===== config.mk =====
export PLATFORM = sky130hd
export DESIGN_NAME = mfsc_frame_core
export DESIGN_NICKNAME = d
export VERILOG_FILES = /design/src/hdl/mfsc_pkg.sv /design/src/hdl/mfsc_frame_core.sv
export SDC_FILE = /design/constraint.sdc
export NUM_CORES = 1
export LEC_CHECK = 0
export BUFFER_PORTS_ARGS = -buffer_cell sky130_fd_sc_hd__buf_4
export CAP_MARGIN = 20
export CORE_ASPECT_RATIO = 0.7
export CORE_MARGIN = 2
export CORE_UTILIZATION = 40
export DETAILED_ROUTE_END_ITERATION = 6
export GPL_TIMING_DRIVEN = 0
export HOLD_SLACK_MARGIN = 0.05
export RECOVER_POWER = 25
export SLEW_MARGIN = 30
export SYNTH_ARGS = -nofsm -noshare
export SYNTH_HDL_FRONTEND = slang
export SYNTH_SLANG_ARGS = --single-unit

===== constraint.sdc =====
create_clock -name clk -period 13.18 [get_ports clk]
set_clock_uncertainty 0.2 [all_clocks]
set_input_delay 2.636 -clock clk [delete_from_list [all_inputs] [get_ports clk]]
set_output_delay 2.636 -clock clk [all_outputs]
set_load 0.01 [all_outputs]

===== src/hdl/mfsc_pkg.sv =====
// Package: shared types and constants of the metadata frame size checker.
`default_nettype none

package mfsc_pkg;

    localparam int DATA_W      = 8;
    localparam int FRAME_W     = 24;
    localparam int LIMIT_W     = 16;
    localparam int CFG_INDEX_W = 8;
    localparam int CFG_DATA_W  = 24;

    // Configuration register indexes
    localparam logic [CFG_INDEX_W-1:0] CFG_MAX_TAG_COUNT    = 8'd0;
    localparam logic [CFG_INDEX_W-1:0] CFG_MAX_KEY_LENGTH   = 8'd1;
    localparam logic [CFG_INDEX_W-1:0] CFG_MAX_VALUE_LENGTH = 8'd2;
    localparam logic [CFG_INDEX_W-1:0] CFG_MAX_FRAME_LENGTH = 8'd3;

    // Reset values of the limits
    localparam logic [LIMIT_W-1:0] RST_MAX_TAG_COUNT    = 16'd32;
    localparam logic [LIMIT_W-1:0] RST_MAX_KEY_LENGTH   = 16'd256;
    localparam logic [LIMIT_W-1:0] RST_MAX_VALUE_LENGTH = 16'd4096;
    localparam logic [FRAME_W-1:0] RST_MAX_FRAME_LENGTH = 24'd65536;

    localparam logic [FRAME_W-1:0] BYTES_SAT = 24'hFF_FFFF;

    typedef enum logic [1:0] {
        PH_COUNT = 2'd0,
        PH_KEY   = 2'd1,
        PH_VALUE = 2'd2,
        PH_DATA  = 2'd3
    } phase_t;

    typedef struct packed {
        logic [LIMIT_W-1:0] max_tag_count;
        logic [LIMIT_W-1:0] max_key_length;
        logic [LIMIT_W-1:0] max_value_length;
        logic [FRAME_W-1:0] max_frame_length;
    } limits_t;

    typedef struct packed {
        logic               frame_ok;
        logic [FRAME_W-1:0] frame_bytes;
    } result_t;

endpackage

`default_nettype wire


===== src/hdl/mfsc_frame_core.sv =====
// Module: per-byte frame parser state and the result of the byte in flight.
`default_nettype none

module mfsc_frame_core #(
    parameter int COUNT_FIELD_BYTES  = 2,
    parameter int LENGTH_FIELD_BYTES = 2
) (
    input  wire logic                        clk,
    input  wire logic                        rst_n,
    input  wire logic                        step,
    input  wire logic [mfsc_pkg::DATA_W-1:0] data_byte,
    input  wire logic                        last_byte,
    input  wire mfsc_pkg::limits_t           limits,
    output mfsc_pkg::result_t                result
);
    import mfsc_pkg::*;

    localparam int MAXB = (COUNT_FIELD_BYTES > LENGTH_FIELD_BYTES) ?
                          COUNT_FIELD_BYTES : LENGTH_FIELD_BYTES;
    localparam int FW   = 8 * MAXB;
    localparam int IW   = $clog2(MAXB + 1);
    localparam int RW   = FRAME_W + 1;      // required size, holds limit + 1
    localparam int AW   = LIMIT_W + 2;      // 1 + key + value

    phase_t             phase_reg, phase_next;
    logic [IW-1:0]      idx_reg, idx_next;
    logic [FW-1:0]      shift_reg, shift_next;
    logic [LIMIT_W-1:0] tag_total_reg, tag_total_next;
    logic [LIMIT_W-1:0] tag_index_reg, tag_index_next;
    logic [LIMIT_W-1:0] key_len_reg, key_len_next;
    logic [FRAME_W-1:0] seen_reg, seen_next;
    logic [RW-1:0]      req_reg, req_next;
    logic               fail_reg, fail_next;

    logic               active;
    logic [IW-1:0]      need;
    logic [IW-1:0]      idx_inc;
    logic               field_done;
    logic [FW-1:0]      field_val;
    logic [31:0]        v32;
    logic               count_bad, key_bad, value_bad, field_bad;
    logic               value_take;
    logic [LIMIT_W-1:0] tag_inc;
    logic [AW-1:0]      add_amt;
    logic [RW:0]        req_sum;
    logic [RW-1:0]      req_cap;
    logic               ok;

    // Field assembly and checks
    always_comb
    begin
        active     = !fail_reg && (phase_reg != PH_DATA);
        need       = (phase_reg == PH_COUNT) ? IW'(COUNT_FIELD_BYTES) : IW'(LENGTH_FIELD_BYTES);
        idx_inc    = idx_reg + 1'b1;
        field_done = (idx_inc == need);
        field_val  = (shift_reg << 8) | FW'(data_byte);
        v32        = 32'(field_val);
        count_bad  = (v32 == 32'd0) || (v32 > 32'(limits.max_tag_count));
        key_bad    = (v32 == 32'd0) || (v32 > 32'(limits.max_key_length));
        value_bad  = (v32 > 32'(limits.max_value_length));
        case (phase_reg)
            PH_COUNT: field_bad = count_bad;
            PH_KEY:   field_bad = key_bad;
            PH_VALUE: field_bad = value_bad;
            default:  field_bad = 1'b0;
        endcase
        value_take = active && field_done && (phase_reg == PH_VALUE) && !value_bad;
        tag_inc    = tag_index_reg + 1'b1;
    end

    // Next phase
    always_comb
    begin
        phase_next = phase_reg;
        if (active && field_done && !field_bad)
        begin
            case (phase_reg)
                PH_COUNT: phase_next = PH_KEY;
                PH_KEY:   phase_next = PH_VALUE;
                PH_VALUE: phase_next = (tag_inc >= tag_total_reg) ? PH_DATA : PH_KEY;
                default:  phase_next = phase_reg;
            endcase
        end
    end

    // Counters, required size and result
    always_comb
    begin
        idx_next       = idx_reg;
        shift_next     = shift_reg;
        tag_total_next = tag_total_reg;
        tag_index_next = tag_index_reg;
        key_len_next   = key_len_reg;
        req_next       = req_reg;
        fail_next      = fail_reg;
        seen_next      = (seen_reg < BYTES_SAT) ? seen_reg + 1'b1 : seen_reg;

        // Header byte plus, on a good value field, the key and value bytes.
        // One saturating add equals the two in sequence.
        add_amt = AW'(1) + (value_take ? (AW'(key_len_reg) + AW'(v32[LIMIT_W-1:0]))
                                       : AW'(0));
        req_sum = (RW+1)'(req_reg) + (RW+1)'(add_amt);
        req_cap = RW'(limits.max_frame_length) + 1'b1;

        if (active)
        begin
            req_next   = (req_sum > (RW+1)'(req_cap)) ? req_cap : req_sum[RW-1:0];
            idx_next   = field_done ? '0 : idx_inc;
            shift_next = field_done ? '0 : field_val;
            if (field_done)
            begin
                if (field_bad)
                begin
                    fail_next = 1'b1;
                end
                else
                begin
                    case (phase_reg)
                        PH_COUNT:
                        begin
                            tag_total_next = v32[LIMIT_W-1:0];
                            tag_index_next = '0;
                        end
                        PH_KEY:   key_len_next   = v32[LIMIT_W-1:0];
                        PH_VALUE: tag_index_next = tag_inc;
                        default:  tag_index_next = tag_index_reg;
                    endcase
                end
            end
        end

        ok = !fail_next && (phase_next == PH_DATA) &&
             (req_next <= RW'(limits.max_frame_length)) &&
             (RW'(seen_next) >= req_next);
        result.frame_ok    = ok;
        result.frame_bytes = ok ? req_next[FRAME_W-1:0] : '0;
    end

    always_ff @(posedge clk or negedge rst_n)
    begin
        if (!rst_n)
        begin
            phase_reg     <= PH_COUNT;
            idx_reg       <= '0;
            shift_reg     <= '0;
            tag_total_reg <= '0;
            tag_index_reg <= '0;
            key_len_reg   <= '0;
            seen_reg      <= '0;
            req_reg       <= '0;
            fail_reg      <= 1'b0;
        end
        else if (step)
        begin
            if (last_byte)
            begin
                phase_reg     <= PH_COUNT;
                idx_reg       <= '0;
                shift_reg     <= '0;
                tag_total_reg <= '0;
                tag_index_reg <= '0;
                key_len_reg   <= '0;
                seen_reg      <= '0;
                req_reg       <= '0;
                fail_reg      <= 1'b0;
            end
            else
            begin
                phase_reg     <= phase_next;
                idx_reg       <= idx_next;
                shift_reg     <= shift_next;
                tag_total_reg <= tag_total_next;
                tag_index_reg <= tag_index_next;
                key_len_reg   <= key_len_next;
                seen_reg      <= seen_next;
                req_reg       <= req_next;
                fail_reg      <= fail_next;
            end
        end
    end

endmodule

`default_nettype wire


==> results by group <==
Outcome
  – Outcome: finished with violations
  – Failing checks: max-capacitance violations, max-slew violations, negative setup slack

Routing
  – Initial DRC Count: around 1100
  – Post-Route WL: between 30 and 40 mm
  – DRT Pass-1 Iters: 5
  – # DRC: 0
  – Via-to-Cell Ratio: 5.71
  – DRT antenna net count: 0
  – Routed WL per cell: 18.9 um
  – Vias: 11687

Floorplan
  – Core Region: 28800 um^2
  – Row cnt: 52
  – Starting density of the core: 0.406
  – Io pins: 109
  – Die Height: around 150 um
  – Die span in x: 209 um
  – Die area: slightly above 30000 um^2

Layout
  – Area growth, synth to finish: 29.3%
  – Final Cell Area: 15100 um^2
  – Core Util, Final: 0.525
  – Diode count: 0
  – Final Non-Filler Cells: 2047
  – Layout cells sized above 1: 0.228
  – Number of flip-flops in the largest register: 25
  – Fill cells: 2740
  – Most frequent cells in the layout: inv_1 (149), ha_1 (149), buf_4 (145)
  – Fin nets: 1923

Yosys
  – Synth warn: 0
  – Post-synthesis mux area share: 0.0271
  – Compound-Gate Fraction of Synth Area: 0.216
  – FF+latch count, synth: 110
  – Post-synthesis xor/xnor area fraction: 0.0628
  – Sequential-to-total area share from yosys stat: 0.235
  – Top cell type by total area after synthesis: dfrtp_1
  – Post-synth cell types: 73
  – Top-area cell type share of the netlist area: 0.235
  – Post-Synth Simple-Gate Area: 0.199
  – Post-Syn Nets: 1732
  – Post-synth top flop: dfrtp_1
  – Area contributors post-synth: dfrtp_1 (24%), ha_1 (18%), inv_1 (5.1%)
  – Post-synthesis cell area: 11700 um^2
  – Synth Area in Adders: 0.188
  – Main combinational cell family by area after synthesis: compound AO/OA/AOI/OAI gates
  – Mean Syn Cell Area: 7.95 um^2
  – Share of flip-flops with an asynchronous set or reset: 1.00
  – Synth Instances: 1473
  – EDFF count, synth: 0

Clock network
  – Sink Count: 110
  – Num CTS Buffers: 9
  – Depth of the CTS H-tree: 3
  – Worst skew pair latency: 0.39 ns
  – Clk buf depth: 2
  – Reg clk slew, reported paths: 0.08 ns
  – CTS tree: done
  – CTS Root Cell: clkbuf_16

Power and ir drop
  – Pleak: 0.00717 uW
  – Power Dens Cells: 105 nW/um^2
  – VDD IR max: 0.0000838 V

STA
  – Crit path time final: 13.83 ns
  – Hold_ws: approximately 0.31 ns
  – Fmax: between 0.07 and 0.08 GHz
  – Slew Viols, Final: 113
  – Worst Setup Slack, final: -0.645 ns
  – Slew margin rel.: -1.20
  – Worst Tran Pin Value: approximately 3.3 ns
  – RSZ-0062 raised after global routing: true
  – Final Cycle Share: 1.05
  – Final Hold Vio Count: 0
  – Final Setup Violations: 25

Global route
  – Initial antenna violation count: 1
  – GRT overflow: 0
  – First-pass GRT wire length: between 50 and 60 mm
  – Vias in the first global route: roughly 11000
  – Total track usage: 0.247
  – Pin count of the biggest net entering global routing: 60

Setup path
  – Worst Path Required: approximately 10 ns
  – CP peak stage delay: 0.44 ns
  – Setup crit start kind: primary input
  – Crit path DAT: between 10 and 15 ns
  – WS Path Type: in2out
  – Worst setup EP type: output pin
  – Family with the most delay on the worst path: compound AO/OA/AOI/OAI gates
  – Slowest-stage cell, CP: or4_4
  – CP bufs+invs: 7
  – Most Frequent Cell on Critical Path: o21ai_4
  – Crit-path max FO: 9

Place
  – Placed cells: 1960
  – Final Wtd Congestion: 0.913
  – Dpl hpwl: roughly 29 mm
  – Dpl cell area: 13000 um^2
  – Port bufs: 108

Hold path
  – Hold Path Class: reg2reg

Flow run
  – MaxCap Viol Count: 2
-- stage by stage --
step	setup TNS [ns]	setup slack (ns)	total power, uW
3_3_place_gp	-66.87	-2.73	1060
2_1_floorplan	0	0.0660	867
4_1_cts	-10.29	-0.452	1500
6_report	-14.98	-0.645	1580
5_1_grt	-24.92	-1.03	1690
3_5_place_dp	-68.04	-2.80	1080
-- area by class of cell --
cell class | count | area [um^2] | share of cell area
buffer | 53 | 347 | 0.0229
clock buffer | 9 | 225 | 0.0149
clock inverter | 7 | 101 | 0.00670
inverter | 160 | 613 | 0.0405
multi-input combinational | 1150 | 9060 | 0.598
sequential | 110 | 2750 | 0.182
tap | 378 | 473 | 0.0312
timing repair buffer | 180 | 1570 | 0.103
-- synthesized netlist by cell type, drive strengths merged (6+ instances only) --
cell     number
and4         10
or3           8
a211oi       13
mux2i        25
a21oi        65
buf          10
and2         11
nor2        121
dfrtp       110
nand3        59
a21boi       10
o21a         13
nor2b        18
a22o         13
o21ai       115
xor2         35
nand2b       17
o221ai       10
o2bb2ai      20
and3         18
nand4        26
ha          173
nor3         36
nor4         10
o211ai       15
clkbuf       43
mux2          6
inv         160
a21o         24
o22ai        18
a22oi        20
nand2       128
a31oi         7
xnor2        49
-- what timing repair did --
action / CTS / global route
hold endpoints to repair: 0 / 0
pin swaps: 64 / 37
buffers inserted: 53 / 14
hold buffers: 0 / 0
resized for setup: 196 / 81
endpoints found under the setup margin: 25 / 25
gates cloned: 3 / 1
-- report_power, final --
part           switching (uW)  internal, uW  total (uW)
clock                     157           169         326
sequential               54.2           386         440
combinational             463           352         816
-- kinds of logic (layout without fill, tap and decap cells) --
group	after synthesis	after routing
buf+inv	213	409
mux	31	31
flops	110	110
xor+xnor	84	84
compound gates	383	383
simple gates	477	477
fa+ha+maj	175	175
-- path summary, 6_finish.rpt --
kind	from	to	slack, ns	cells past startpoint
worst max-delay path	data_byte[1]	result[6]	-0.65	43
worst min-delay path	idx_reg[1]	idx_reg[1]	0.31	1
worst max register to register	shift_reg[1]	req_reg[1]	6.32	34
worst min register to register	idx_reg[1]	idx_reg[1]	0.31	1
max in group asynchronous	rst_n	key_len_reg[4]	5.37	2
min in group asynchronous	rst_n	seen_reg[21]	3.14	1
-- layer usage --
metal,vias up,track usage,routed length (um)
li1,5659,-,-
met1,5644,0.374,19200
met2,339,0.360,16400
met3,45,0.0526,2620
met4,0,0.0439,492
met5,-,0,0
No activity file was read; power rests on OpenSTA's default activity.
